--- src/rtl/core/mcfr_pkg.sv ---
// Shared types and constants for the motor command frame receiver.
package mcfr_pkg;

    localparam int unsigned BYTE_W   = 8;
    localparam int unsigned SLOPE_W  = 16;
    localparam int unsigned SPEED_W  = 14;
    localparam int unsigned POS_W    = 3;
    localparam int unsigned CFG_IDX_W = 2;

    // Configuration register indexes.
    localparam logic [CFG_IDX_W-1:0] CFG_HEADER  = 2'd0;
    localparam logic [CFG_IDX_W-1:0] CFG_TRAILER = 2'd1;
    localparam logic [CFG_IDX_W-1:0] CFG_SCALE   = 2'd2;

    // Configuration reset values.
    localparam logic [BYTE_W-1:0] HEADER_RESET  = 8'h54;
    localparam logic [BYTE_W-1:0] TRAILER_RESET = 8'hff;
    localparam logic [BYTE_W-1:0] SCALE_RESET   = 8'd64;

    // Frame layout.
    localparam logic [POS_W-1:0] POS_HEADER  = 3'd0;
    localparam logic [POS_W-1:0] POS_FIRST   = 3'd1;
    localparam logic [POS_W-1:0] POS_LAST    = 3'd4;
    localparam logic [POS_W-1:0] POS_TRAILER = 3'd5;

    localparam int unsigned IDX_ADDR    = 0;
    localparam int unsigned IDX_CMD     = 1;
    localparam int unsigned IDX_SLOPE_H = 2;
    localparam int unsigned IDX_SLOPE_L = 3;
    localparam int unsigned NUM_BYTES   = 4;

    localparam int unsigned DIR_BIT = 7;
    localparam logic [BYTE_W-1:0] SPEED_MASK = 8'h3f;

    typedef enum logic [1:0] {
        ST_WAIT  = 2'd0,
        ST_RUN   = 2'd1,
        ST_STOP  = 2'd2,
        ST_ERROR = 2'd3
    } t_sys_state;

    typedef enum logic [1:0] {
        CMD_NONE = 2'd0,
        CMD_RUN  = 2'd1,
        CMD_STOP = 2'd2
    } t_state_cmd;

    typedef struct packed {
        logic [BYTE_W-1:0] rx_byte;
        logic [1:0]        system_state;
    } t_in_item;

    // Deframer status handed to the command decoder.
    typedef struct packed {
        logic               done;
        logic               bad;
        logic [BYTE_W-1:0]  addr;
        logic [BYTE_W-1:0]  cmd;
        logic [SLOPE_W-1:0] slope;
    } t_frame_info;

    typedef struct packed {
        logic               frame_done;
        logic               frame_bad;
        logic [BYTE_W-1:0]  device_address;
        logic [SLOPE_W-1:0] slope_angle;
        logic [SPEED_W-1:0] target_speed;
        t_state_cmd         state_command;
        logic               direction_ccw;
        logic               send_reply;
        logic               restart_request;
    } t_result;

endpackage

--- src/rtl/core/mcfr_in_if.sv ---
// Request channel carrying one received byte and the current system state.
interface mcfr_in_if;
    logic       valid;
    logic       ready;
    logic [7:0] rx_byte;
    logic [1:0] system_state;

    modport source (output valid, output rx_byte, output system_state, input ready);
    modport sink (input valid, input rx_byte, input system_state, output ready);
endinterface

--- src/rtl/core/mcfr_out_if.sv ---
// Request channel carrying one decoded result per received byte.
interface mcfr_out_if;
    logic        valid;
    logic        ready;
    logic        frame_done;
    logic        frame_bad;
    logic [7:0]  device_address;
    logic [15:0] slope_angle;
    logic [13:0] target_speed;
    logic [1:0]  state_command;
    logic        direction_ccw;
    logic        send_reply;
    logic        restart_request;

    modport source (
        output valid, output frame_done, output frame_bad, output device_address,
        output slope_angle, output target_speed, output state_command,
        output direction_ccw, output send_reply, output restart_request,
        input ready
    );
    modport sink (
        input valid, input frame_done, input frame_bad, input device_address,
        input slope_angle, input target_speed, input state_command,
        input direction_ccw, input send_reply, input restart_request,
        output ready
    );
endinterface

--- src/rtl/core/motor_command_frame_receiver.sv ---
// Top level of the motor command frame receiver.
//
// Usage:
//   i_in carries one received serial byte per request together with the
//   current system state (wait, run, stop, error). o_out carries exactly one
//   result per accepted byte: frame status, address, slope angle, target
//   speed, state command, latched direction, reply and restart requests.
//   The configuration port writes the header, trailer and speed scale
//   registers; write only while no request is in flight.
// Timing:
//   A byte is captured in an input register, decoded by one level of compare
//   and an 8 by 6 bit multiply, and then moves on into the output register;
//   one byte can be taken in every cycle while o_out.ready stays high.
// Reset:
//   Synchronous, active low. The block starts hunting for a header, the
//   direction is clockwise and the configuration registers take their defaults.
// Stalls:
//   When the receiver holds o_out.ready low, the output register keeps its
//   result and the input register still takes one more byte; after that
//   i_in.ready drops until the result is taken.
module motor_command_frame_receiver (
    input  logic                           i_clk,
    input  logic                           i_rst_n,
    input  logic                           i_cfg_we,
    input  logic [mcfr_pkg::CFG_IDX_W-1:0] i_cfg_index,
    input  logic [mcfr_pkg::BYTE_W-1:0]    i_cfg_data,
    mcfr_in_if.sink                        i_in,
    mcfr_out_if.source                     o_out
);

    logic [mcfr_pkg::BYTE_W-1:0] r_header;
    logic [mcfr_pkg::BYTE_W-1:0] r_trailer;
    logic [mcfr_pkg::BYTE_W-1:0] r_scale;

    logic                  r_s1_valid;
    mcfr_pkg::t_in_item    r_s1;
    logic                  r_out_valid;
    mcfr_pkg::t_result     r_out;

    logic                  out_free;
    logic                  advance;
    logic                  in_take;
    mcfr_pkg::t_frame_info frame;
    mcfr_pkg::t_result     result;

    assign out_free   = !r_out_valid || o_out.ready;
    assign advance    = r_s1_valid && out_free;
    assign i_in.ready = !r_s1_valid || out_free;
    assign in_take    = i_in.valid && i_in.ready;

    always_ff @(posedge i_clk) begin
        if (!i_rst_n) begin
            r_header  <= mcfr_pkg::HEADER_RESET;
            r_trailer <= mcfr_pkg::TRAILER_RESET;
            r_scale   <= mcfr_pkg::SCALE_RESET;
        end else if (i_cfg_we) begin
            case (i_cfg_index)
                mcfr_pkg::CFG_HEADER:  r_header  <= i_cfg_data;
                mcfr_pkg::CFG_TRAILER: r_trailer <= i_cfg_data;
                mcfr_pkg::CFG_SCALE:   r_scale   <= i_cfg_data;
                default: begin
                end
            endcase
        end
    end

    always_ff @(posedge i_clk) begin
        if (!i_rst_n) begin
            r_s1_valid  <= 1'b0;
            r_out_valid <= 1'b0;
        end else begin
            if (in_take) begin
                r_s1_valid <= 1'b1;
            end else if (advance) begin
                r_s1_valid <= 1'b0;
            end
            if (advance) begin
                r_out_valid <= 1'b1;
            end else if (o_out.ready) begin
                r_out_valid <= 1'b0;
            end
        end
    end

    always_ff @(posedge i_clk) begin
        if (in_take) begin
            r_s1.rx_byte      <= i_in.rx_byte;
            r_s1.system_state <= i_in.system_state;
        end
        if (advance) begin
            r_out <= result;
        end
    end

    mcfr_deframer u_deframer (
        .i_clk     (i_clk),
        .i_rst_n   (i_rst_n),
        .i_advance (advance),
        .i_byte    (r_s1.rx_byte),
        .i_header  (r_header),
        .i_trailer (r_trailer),
        .o_frame   (frame)
    );

    mcfr_command u_command (
        .i_clk          (i_clk),
        .i_rst_n        (i_rst_n),
        .i_advance      (advance),
        .i_frame        (frame),
        .i_system_state (r_s1.system_state),
        .i_scale        (r_scale),
        .o_result       (result)
    );

    assign o_out.valid           = r_out_valid;
    assign o_out.frame_done      = r_out.frame_done;
    assign o_out.frame_bad       = r_out.frame_bad;
    assign o_out.device_address  = r_out.device_address;
    assign o_out.slope_angle     = r_out.slope_angle;
    assign o_out.target_speed    = r_out.target_speed;
    assign o_out.state_command   = r_out.state_command;
    assign o_out.direction_ccw   = r_out.direction_ccw;
    assign o_out.send_reply      = r_out.send_reply;
    assign o_out.restart_request = r_out.restart_request;

`ifndef SYNTH
    // A result is never both a completed frame and a dropped one.
    a_done_bad_excl: assert property (@(posedge i_clk) disable iff (!i_rst_n)
        r_out_valid |-> !(r_out.frame_done && r_out.frame_bad))
        else $error("frame_done and frame_bad both set");

    // Any state command or request comes only with a completed frame.
    a_cmd_needs_frame: assert property (@(posedge i_clk) disable iff (!i_rst_n)
        (r_out_valid && (r_out.state_command != mcfr_pkg::CMD_NONE ||
            r_out.send_reply || r_out.restart_request)) |-> r_out.frame_done)
        else $error("command issued without a completed frame");

    // A restart request always goes out with a status reply.
    a_restart_reply: assert property (@(posedge i_clk) disable iff (!i_rst_n)
        (r_out_valid && r_out.restart_request) |-> r_out.send_reply)
        else $error("restart request without reply");

    // A stalled result stays in the output register while the input stage is full.
    a_stall_hold: assert property (@(posedge i_clk) disable iff (!i_rst_n)
        (r_out_valid && !o_out.ready && r_s1_valid) |=> (r_out_valid && r_s1_valid))
        else $error("pipeline lost a request during a stall");
`endif

endmodule

--- src/rtl/core/mcfr_deframer.sv ---
// Frame position tracker and frame byte store.
module mcfr_deframer (
    input  logic                         i_clk,
    input  logic                         i_rst_n,
    input  logic                         i_advance,
    input  logic [mcfr_pkg::BYTE_W-1:0]  i_byte,
    input  logic [mcfr_pkg::BYTE_W-1:0]  i_header,
    input  logic [mcfr_pkg::BYTE_W-1:0]  i_trailer,
    output mcfr_pkg::t_frame_info        o_frame
);

    logic [mcfr_pkg::POS_W-1:0]  r_pos;
    logic [mcfr_pkg::POS_W-1:0]  n_pos;
    logic [mcfr_pkg::BYTE_W-1:0] r_bytes [mcfr_pkg::NUM_BYTES];
    logic                        store_en;
    logic [mcfr_pkg::POS_W-1:0]  pos_off;
    logic [1:0]                  store_idx;

    assign pos_off   = r_pos - mcfr_pkg::POS_FIRST;
    assign store_idx = pos_off[1:0];

    always_comb begin
        n_pos         = mcfr_pkg::POS_HEADER;
        store_en      = 1'b0;
        o_frame.done  = 1'b0;
        o_frame.bad   = 1'b0;
        o_frame.addr  = r_bytes[mcfr_pkg::IDX_ADDR];
        o_frame.cmd   = r_bytes[mcfr_pkg::IDX_CMD];
        o_frame.slope = {r_bytes[mcfr_pkg::IDX_SLOPE_H], r_bytes[mcfr_pkg::IDX_SLOPE_L]};
        case (r_pos) inside
            [mcfr_pkg::POS_FIRST:mcfr_pkg::POS_LAST]: begin
                store_en = 1'b1;
                n_pos    = r_pos + 3'd1;
            end
            mcfr_pkg::POS_TRAILER: begin
                n_pos        = mcfr_pkg::POS_HEADER;
                o_frame.done = (i_byte == i_trailer);
                o_frame.bad  = (i_byte != i_trailer);
            end
            default: begin
                // Anything but the header byte is dropped while hunting.
                n_pos = (i_byte == i_header) ? mcfr_pkg::POS_FIRST : mcfr_pkg::POS_HEADER;
            end
        endcase
    end

    always_ff @(posedge i_clk) begin
        if (!i_rst_n) begin
            r_pos <= mcfr_pkg::POS_HEADER;
        end else if (i_advance) begin
            r_pos <= n_pos;
        end
    end

    always_ff @(posedge i_clk) begin
        if (i_advance && store_en) begin
            r_bytes[store_idx] <= i_byte;
        end
    end

endmodule

--- src/rtl/core/mcfr_command.sv ---
// Command decoder: speed, state command, reply and restart, and the latched direction.
module mcfr_command (
    input  logic                         i_clk,
    input  logic                         i_rst_n,
    input  logic                         i_advance,
    input  mcfr_pkg::t_frame_info        i_frame,
    input  logic [1:0]                   i_system_state,
    input  logic [mcfr_pkg::BYTE_W-1:0]  i_scale,
    output mcfr_pkg::t_result            o_result
);

    logic                        r_dir;
    logic                        n_dir;
    logic                        cmd_dir;
    logic                        cmd_zero;
    logic [mcfr_pkg::BYTE_W-1:0] speed_code;
    logic [15:0]                 speed_full;
    mcfr_pkg::t_sys_state        sys_state;

    assign sys_state  = mcfr_pkg::t_sys_state'(i_system_state);
    assign cmd_dir    = i_frame.cmd[mcfr_pkg::DIR_BIT];
    assign cmd_zero   = (i_frame.cmd == '0);
    assign speed_code = i_frame.cmd & mcfr_pkg::SPEED_MASK;
    assign speed_full = i_scale * speed_code;

    always_comb begin
        o_result                 = '0;
        o_result.state_command   = mcfr_pkg::CMD_NONE;
        n_dir                    = r_dir;
        o_result.frame_bad       = i_frame.bad;
        if (i_frame.done) begin
            o_result.frame_done     = 1'b1;
            o_result.device_address = i_frame.addr;
            o_result.slope_angle    = i_frame.slope;
            o_result.target_speed   = speed_full[mcfr_pkg::SPEED_W-1:0];
            case (sys_state)
                mcfr_pkg::ST_WAIT: begin
                    if (!cmd_zero) begin
                        o_result.state_command = mcfr_pkg::CMD_RUN;
                        n_dir                  = cmd_dir;
                    end else begin
                        o_result.send_reply = 1'b1;
                    end
                end
                mcfr_pkg::ST_RUN: begin
                    // A direction reversal stops the motor without a reply; a zero
                    // command stops it and replies only if its direction bit matches.
                    if (cmd_zero) begin
                        o_result.state_command = mcfr_pkg::CMD_STOP;
                    end
                    if (cmd_dir != r_dir) begin
                        o_result.state_command = mcfr_pkg::CMD_STOP;
                    end else begin
                        o_result.send_reply = 1'b1;
                    end
                end
                mcfr_pkg::ST_ERROR: begin
                    o_result.restart_request = cmd_zero;
                    o_result.send_reply      = 1'b1;
                end
                default: begin
                    o_result.send_reply = 1'b1;
                end
            endcase
        end
        o_result.direction_ccw = n_dir;
    end

    always_ff @(posedge i_clk) begin
        if (!i_rst_n) begin
            r_dir <= 1'b0;
        end else if (i_advance) begin
            r_dir <= n_dir;
        end
    end

endmodule
--- src/flat_wrapper.sv ---
// flat-port wrapper written by rule: the top's interface ports become plain ports
module motor_command_frame_receiver_flat 
  (i_clk, i_rst_n, i_cfg_we, i_cfg_index, i_cfg_data, i_in_valid, i_in_rx_byte, i_in_system_state, i_in_ready, o_out_valid, o_out_frame_done, o_out_frame_bad, o_out_device_address, o_out_slope_angle, o_out_target_speed, o_out_state_command, o_out_direction_ccw, o_out_send_reply, o_out_restart_request, o_out_ready);
  mcfr_in_if i_in_i ();
  mcfr_out_if o_out_i ();
  input  logic i_clk;
  input  logic i_rst_n;
  input  logic i_cfg_we;
  input  logic [mcfr_pkg::CFG_IDX_W-1:0] i_cfg_index;
  input  logic [mcfr_pkg::BYTE_W-1:0] i_cfg_data;
  input wire logic [$bits(i_in_i.valid)-1:0] i_in_valid;
  input wire logic [$bits(i_in_i.rx_byte)-1:0] i_in_rx_byte;
  input wire logic [$bits(i_in_i.system_state)-1:0] i_in_system_state;
  output wire logic [$bits(i_in_i.ready)-1:0] i_in_ready;
  output wire logic [$bits(o_out_i.valid)-1:0] o_out_valid;
  output wire logic [$bits(o_out_i.frame_done)-1:0] o_out_frame_done;
  output wire logic [$bits(o_out_i.frame_bad)-1:0] o_out_frame_bad;
  output wire logic [$bits(o_out_i.device_address)-1:0] o_out_device_address;
  output wire logic [$bits(o_out_i.slope_angle)-1:0] o_out_slope_angle;
  output wire logic [$bits(o_out_i.target_speed)-1:0] o_out_target_speed;
  output wire logic [$bits(o_out_i.state_command)-1:0] o_out_state_command;
  output wire logic [$bits(o_out_i.direction_ccw)-1:0] o_out_direction_ccw;
  output wire logic [$bits(o_out_i.send_reply)-1:0] o_out_send_reply;
  output wire logic [$bits(o_out_i.restart_request)-1:0] o_out_restart_request;
  input wire logic [$bits(o_out_i.ready)-1:0] o_out_ready;
  assign i_in_i.valid = i_in_valid;
  assign i_in_i.rx_byte = i_in_rx_byte;
  assign i_in_i.system_state = i_in_system_state;
  assign i_in_ready = i_in_i.ready;
  assign o_out_valid = o_out_i.valid;
  assign o_out_frame_done = o_out_i.frame_done;
  assign o_out_frame_bad = o_out_i.frame_bad;
  assign o_out_device_address = o_out_i.device_address;
  assign o_out_slope_angle = o_out_i.slope_angle;
  assign o_out_target_speed = o_out_i.target_speed;
  assign o_out_state_command = o_out_i.state_command;
  assign o_out_direction_ccw = o_out_i.direction_ccw;
  assign o_out_send_reply = o_out_i.send_reply;
  assign o_out_restart_request = o_out_i.restart_request;
  assign o_out_i.ready = o_out_ready;
  motor_command_frame_receiver u_core (.i_clk(i_clk), .i_rst_n(i_rst_n), .i_cfg_we(i_cfg_we), .i_cfg_index(i_cfg_index), .i_cfg_data(i_cfg_data), .i_in(i_in_i), .o_out(o_out_i));
endmodule
--- config.mk ---
export PLATFORM = sky130hd
export DESIGN_NAME = motor_command_frame_receiver_flat
export DESIGN_NICKNAME = d
export VERILOG_FILES = /design/src/rtl/core/mcfr_pkg.sv /design/src/rtl/core/mcfr_in_if.sv /design/src/rtl/core/mcfr_out_if.sv /design/src/rtl/core/motor_command_frame_receiver.sv /design/src/rtl/core/mcfr_deframer.sv /design/src/rtl/core/mcfr_command.sv /design/src/flat_wrapper.sv
export SDC_FILE = /design/constraint.sdc
export NUM_CORES = 1
export LEC_CHECK = 0
export BUFFER_PORTS_ARGS = -buffer_cell sky130_fd_sc_hd__buf_2
export CAP_MARGIN = 10
export CORE_AREA = 2 2 120 151
export DETAILED_ROUTE_END_ITERATION = 8
export DIE_AREA = 0 0 122 153
export PLACE_DENSITY_LB_ADDON = 0.05
export REMOVE_ABC_BUFFERS = 1
export SLEW_MARGIN = 20
export SYNTH_ARGS = -nofsm -noshare
export SYNTH_HDL_FRONTEND = slang
export SYNTH_SLANG_ARGS = --single-unit
--- constraint.sdc ---
create_clock -name i_clk -period 3.9 [get_ports i_clk]
set_input_delay 0.195 -clock i_clk [delete_from_list [all_inputs] [get_ports i_clk]]
set_output_delay 0.195 -clock i_clk [all_outputs]
set_load 0.05 [all_outputs]
# ---- Yosys cells after proc, flatten, opt, wreduce, memory -nomap -nowiden
# Memories as Yosys holds them, arrays and structs flattened. A register that Yosys moved wholly into a read port is not among the register bits.
# Index checks and enable logic that the tools add are counted.
dict set report totals {
  word_cells 76
  latchBits 0
  register_bits 61
  output_inout_bits 47
  memories 1
  romBits 0
  ramBits 32
}
dict set report classes {
  n_reduce_logical 21
  n_mul 1
  n_eq_ne 9
  div_mod_pow 0
  shift 0
  n_addsub 2
  n_bitwise 1
  magnitude_cmp 2
  n_mux 23
}
# name depth word_bits read_ports rd_ports_with_merged_regs write_ports line
set mem_list {}
lappend mem_list {u_core.u_deframer.r_bytes 4 8 4 3 1 mcfr_deframer.sv:14} ;# logic [mcfr_pkg::BYTE_W-1:0] r_bytes [mcfr_pkg::NUM_BYTES];
# operator n
set op_table {}
lappend op_table {{equality test 8 bit} 2}
lappend op_table {{two-way mux 1 bit} 16}
lappend op_table {{multiplier 8 x 6 -> 14 bit} 1}
lappend op_table {{zero test 8 bit} 1}
lappend op_table {{two-way mux 2 bit} 4}
lappend op_table {{!= test 8 bit} 1}
lappend op_table {{AND reduction 2 bit} 4}
lappend op_table {{zero test 1 bit} 5}
lappend op_table {{equality test 2 x 1 -> 1 bit, second input constant} 2}
lappend op_table {{equality test 2 bit, second input constant} 2}
lappend op_table {{logical AND 1 bit} 4}
lappend op_table {{zero test 2 bit} 2}
lappend op_table {{one-hot mux 2 bit (2 select lines)} 1}
lappend op_table {{nonzero test 2 bit} 2}
lappend op_table {{adder 3 x 1 -> 3 bit, second input constant} 1}
lappend op_table {{equality test 3 bit, second input constant} 1}
lappend op_table {{>= comparator 3 x 1 -> 1 bit, second input constant} 1}
lappend op_table {{<= comparator 3 bit, second input constant} 1}
lappend op_table {{two-way mux 3 bit} 1}
lappend op_table {{logical OR 1 bit} 2}
lappend op_table {{one-hot mux 1 bit (2 select lines)} 1}
lappend op_table {{OR reduction 2 bit} 1}
lappend op_table {{subtractor 2 x 1 -> 2 bit, second input constant} 1}
lappend op_table {{!= test 1 bit} 1}
lappend op_table {{NOT 1 bit} 1}

# ---- Longest topological paths before layout
dict set report logic_depth {
  depth_word 6
  mapped_depth 14
  ltp_nobuf 13
}

# ---- By module
# Synthesis repeated with hierarchy kept, for this count alone.
dict set report hier_totals {
  cells_unflattened 489
  area_unflattened_um2 6048.3
}
# module area_each_um2 n_inst cells_per_inst
set by_module_without_submodules {}
lappend by_module_without_submodules {motor_command_frame_receiver 2741.4 1 163}
lappend by_module_without_submodules {mcfr_command 1853.0 1 237}
lappend by_module_without_submodules {mcfr_deframer 1453.9 1 89}

# ---- Worst setup path after synthesis
# OpenSTA, ideal clock, no wires.
dict set report synth_path {
  kind {register to register}
  from {mem u_core.u_deframer.r_bytes[1][5] in the netlist's numbering}
  to {reg u_core.r_out, in the netlist u_core.o_out.target_speed[11] (data pin)}
  stages_incl_launch_ff 13
  required_ps 3646
  arrival_ps 3489
  path_buffers 1
  setup_slack_ps 157
  cell_sequence {edfxtp_1 and2_1 fa_1 fa_1 inv_1 fa_1 inv_1 ha_1 clkbuf_1 nor2b_1 o41ai_1 a21oi_1 o21a_1}
}
# element line
set synth_lines {}
lappend synth_lines {{start: declaration} mcfr_deframer.sv:14}
lappend synth_lines {{end signal: assignment} motor_command_frame_receiver.sv:91} ;# r_out <= result;
lappend synth_lines {{end: declaration} motor_command_frame_receiver.sv:38} ;# mcfr_pkg::t_result r_out;

==> results.ini <==
[run_status]
status = complete, no violations

[sta]
final_max_slew_viol_count = 0
finClkSkew_ns = 0.00790
layout_setup_ws_ns = 0.139
setup_violations = 0
post-route-min-period_ns = 3.76
max_freq_mhz = 266
relSlewSlack_pct = 56.9
whs_ns = 0.0242
tns_ns = 0
hold_viol_final = 0
worst_pin_slew_ns = 0.645
fin_crit_sh_pct = 96.4

[synth]
synthCells = 491
synthFlopType = edfxtp_1
synth_seq_cells = 117
yosys_warnings = 0
synth_area_um2 = 5960
synth_top_area_cell = edfxtp_1
synthArstFlopShare_pct = 0
syn_avg_cell_area_um2 = 12.1
yosysTopAreaCellShare_pct = 43.8
synth_common_cells = 87 x edfxtp_1, 70 x and2_1, 43 x inv_1
synth_edf_count = 87
seq_area_frac_synth_pct = 53.9
synthTopCellsByArea = edfxtp_1 44%, dfxtp_1 10%, fa_1 8.4%
synth_cell_types = 49
synth_most_common_cell = edfxtp_1

[critical_path]
startpoint = u_core.u_deframer.r_bytes[1][5]
timing.rr.start = u_core.u_deframer.r_bytes[1][5]
worst_path_dominant_cell_family = adder cells
cp_slowest_cell = fa_1
cp_num_buf_inv = 2
worstSetupEndpoint = u_core.o_out.target_speed[13]
end_kind = register
crit_arrival_ns = 3.93
r2r_cells = 12
cpMostUsedCell = fa_1
start_kind = register
path_class = reg -> reg
crit_chain = and2_4 -> fa_1 -> fa_1 -> inv_1 -> fa_1 -> inv_1 -> ha_1 -> a21oi_1 -> nor2b_1 -> nor4b_2 -> o21a_1 -> o21a_1
cpPeakStageDelay_ns = 0.54
r2r_slack_ns = 0.14
rr_endpoint = u_core.o_out.target_speed[13]
cp_data_required_time_ns = 4.07
cp.depth = 12
crit_fanout = 7

[placement]
dpl.hpwl_um = 9260
post-place-ws_ns = 0.0403
place_area_um2 = 6650
port_buffers = 71
gp_congestion = 0.732

[die]
fp.dieW_um = 122
coreArea_um2 = 17200
start_util_pct = 34.6
die_h_um = 153
die-area_um2 = 18700
rows = 54
pin_count = 72

[power]
p_per_area_nw_per_um2 = 433
p_clk_share_pct = 47.0
peakVddDrop_v = 0.000257
combPwrFrac_pct = 9.3
internal_power_uw = 2420
seqPwrFrac_pct = 43.6
p_leak_uw = 0.00303
switchingPower_uw = 805
switching_share_pct = 24.9

[routing]
vias_per_cell = 4.55
drt_iter0_drc = 185
num_vias = 3797
routed_wl_um = 12800
dr.pass1.iters = 4
ant_nets = 0
detail_route.wl_per_cell_um = 15.3
drc_errors = 0

[final_layout]
design_area_um2 = 7460
post-route-util_pct = 43.3
final_nets = 675
area_growth_pct = 25.3
antenna_cells = 0
drive_gt1_share_pct = 23.4

[clock_tree]
clk_pin_slew_worst_paths_ns = 0.06
numCtsBuffers = 17
clockBufferDepth = 2
htree_levels = 4
cts_sinks = 117
cts_tree = built
clk_latency_ns = 0.42
cts_root_buffer = clkbuf_16

[global_route]
grt_max_degree = 38
grt_use_total_pct = 14.6
grt_pass1_wl_um = 20500
gr-total-overflow = 0
antenna_found_initial = 0
grt_pass1_vias = 3969

[min_path]
hp-class = in -> reg

[job]
cap_violations = 0

state kept, by name, indices dropped and copies added (netlist names):
signal	flops
u_core.r_s1_valid	1
u_core.u_command.r_dir	1
u_core.o_out.send_reply	1
u_core.r_s1	10
u_core.o_out.state_command	2
u_core.o_out.restart_request	1
u_core.r_header	8
u_core.o_out.frame_bad	1
u_core.o_out.direction_ccw	1
u_core.o_out.slope_angle	16
u_core.r_trailer	8
u_core.o_out.device_address	8
u_core.o_out.frame_done	1
u_core.o_out.valid	1
u_core.o_out.target_speed	14
u_core.u_deframer.r_bytes	32
u_core.r_scale	8
u_core.u_deframer.r_pos	3
final cells by class:
cell class                 instances  area, µm²
tap                              224        280
sequential                       117       3210
timing repair buffer              98        583
fill                            1649       9760
clock inverter                    15        153
multi-input combinational        319       2640
clock buffer                      17        425
inverter                          44        166
layer usage:
| layer | track usage (%) | up-vias | share of wire [%] |
|---|---|---|---|
| met5 | 0 | - | 0 |
| li1 | - | 1888 | - |
| met2 | 24.5 | 70 | 51 |
| met3 | 3.13 | 18 | 3.1 |
| met1 | 17.7 | 1821 | 43 |
| met4 | 6.84 | 0 | 2.4 |
timing repair:
action | 4_1_cts | 5_1_grt
setup buffers | 0 | 4
hold endpoints to repair | 10 | 0
hold buffers | 10 | 0
resized for setup | 0 | 19
setup endpoints to repair | 0 | 5
power groups by stage:
stage	Combinational, µW	Clock [µW]	Sequential (µW)
final	302	1520	1410
after global routing	330	1620	1410
after CTS	291	1560	1410
after detailed placement	282	0	1440
after global placement	281	0	1430
after floorplan	117	0	1510
cell families (layout without fill, tap and decap cells):
logic type,count (synthesis),in the layout,synth area share (%)
buffers and inverters,55,174,3.67
multiplexers,16,16,2.69
adder cells (fa/ha/maj),53,53,14.3
XOR/XNOR,21,21,3.09
AND/OR/NAND/NOR,189,189,17.7
AO/OA/AOI/OAI,40,40,4.68
flip-flops,117,117,53.9
placed cells by master (no fill, tap or decap), drive strengths merged, types with 16 or more instances in the layout:
cell type	netlist	final
xnor2	18	18
inv	43	47
buf	2	88
mux2i	16	16
nor2b	17	17
ha	28	28
nand2	42	42
fa	25	25
edfxtp	87	87
and2	70	70
clkbuf	9	17
dfxtp	30	30
how the worst min path moves through the flow:
stage / cells after the start / endpoint / from
2_1_floorplan: 1 / u_core.r_header[2] / i_rst_n
3_3_place_gp: 1 / u_core.r_s1[2] / i_in_rx_byte[0]
3_5_place_dp: 1 / u_core.r_s1[8] / i_in_rx_byte[6]
4_1_cts: 3 / u_core.r_s1_valid / i_in_valid
5_1_grt: 3 / u_core.r_s1_valid / i_in_valid
6_report: 3 / u_core.r_s1_valid / i_in_valid
through the flow:
stage          power (µW)  std cells
6_report             3230        834
2_1_floorplan        1630        480
3_3_place_gp         1720        788
4_1_cts              3260        830
5_1_grt              3370        834
3_5_place_dp         1720        788
worst register-to-register path: stages, from the launching register on:
cell      delay [ns]
edfxtp_1        0.50
and2_4          0.22
fa_1            0.50
fa_1            0.54
inv_1           0.05
fa_1            0.52
inv_1           0.04
ha_1            0.31
a21oi_1         0.08
nor2b_1         0.28
nor4b_2         0.10
o21a_1          0.19
o21a_1          0.18
No activity file was read; power rests on OpenSTA's default activity.
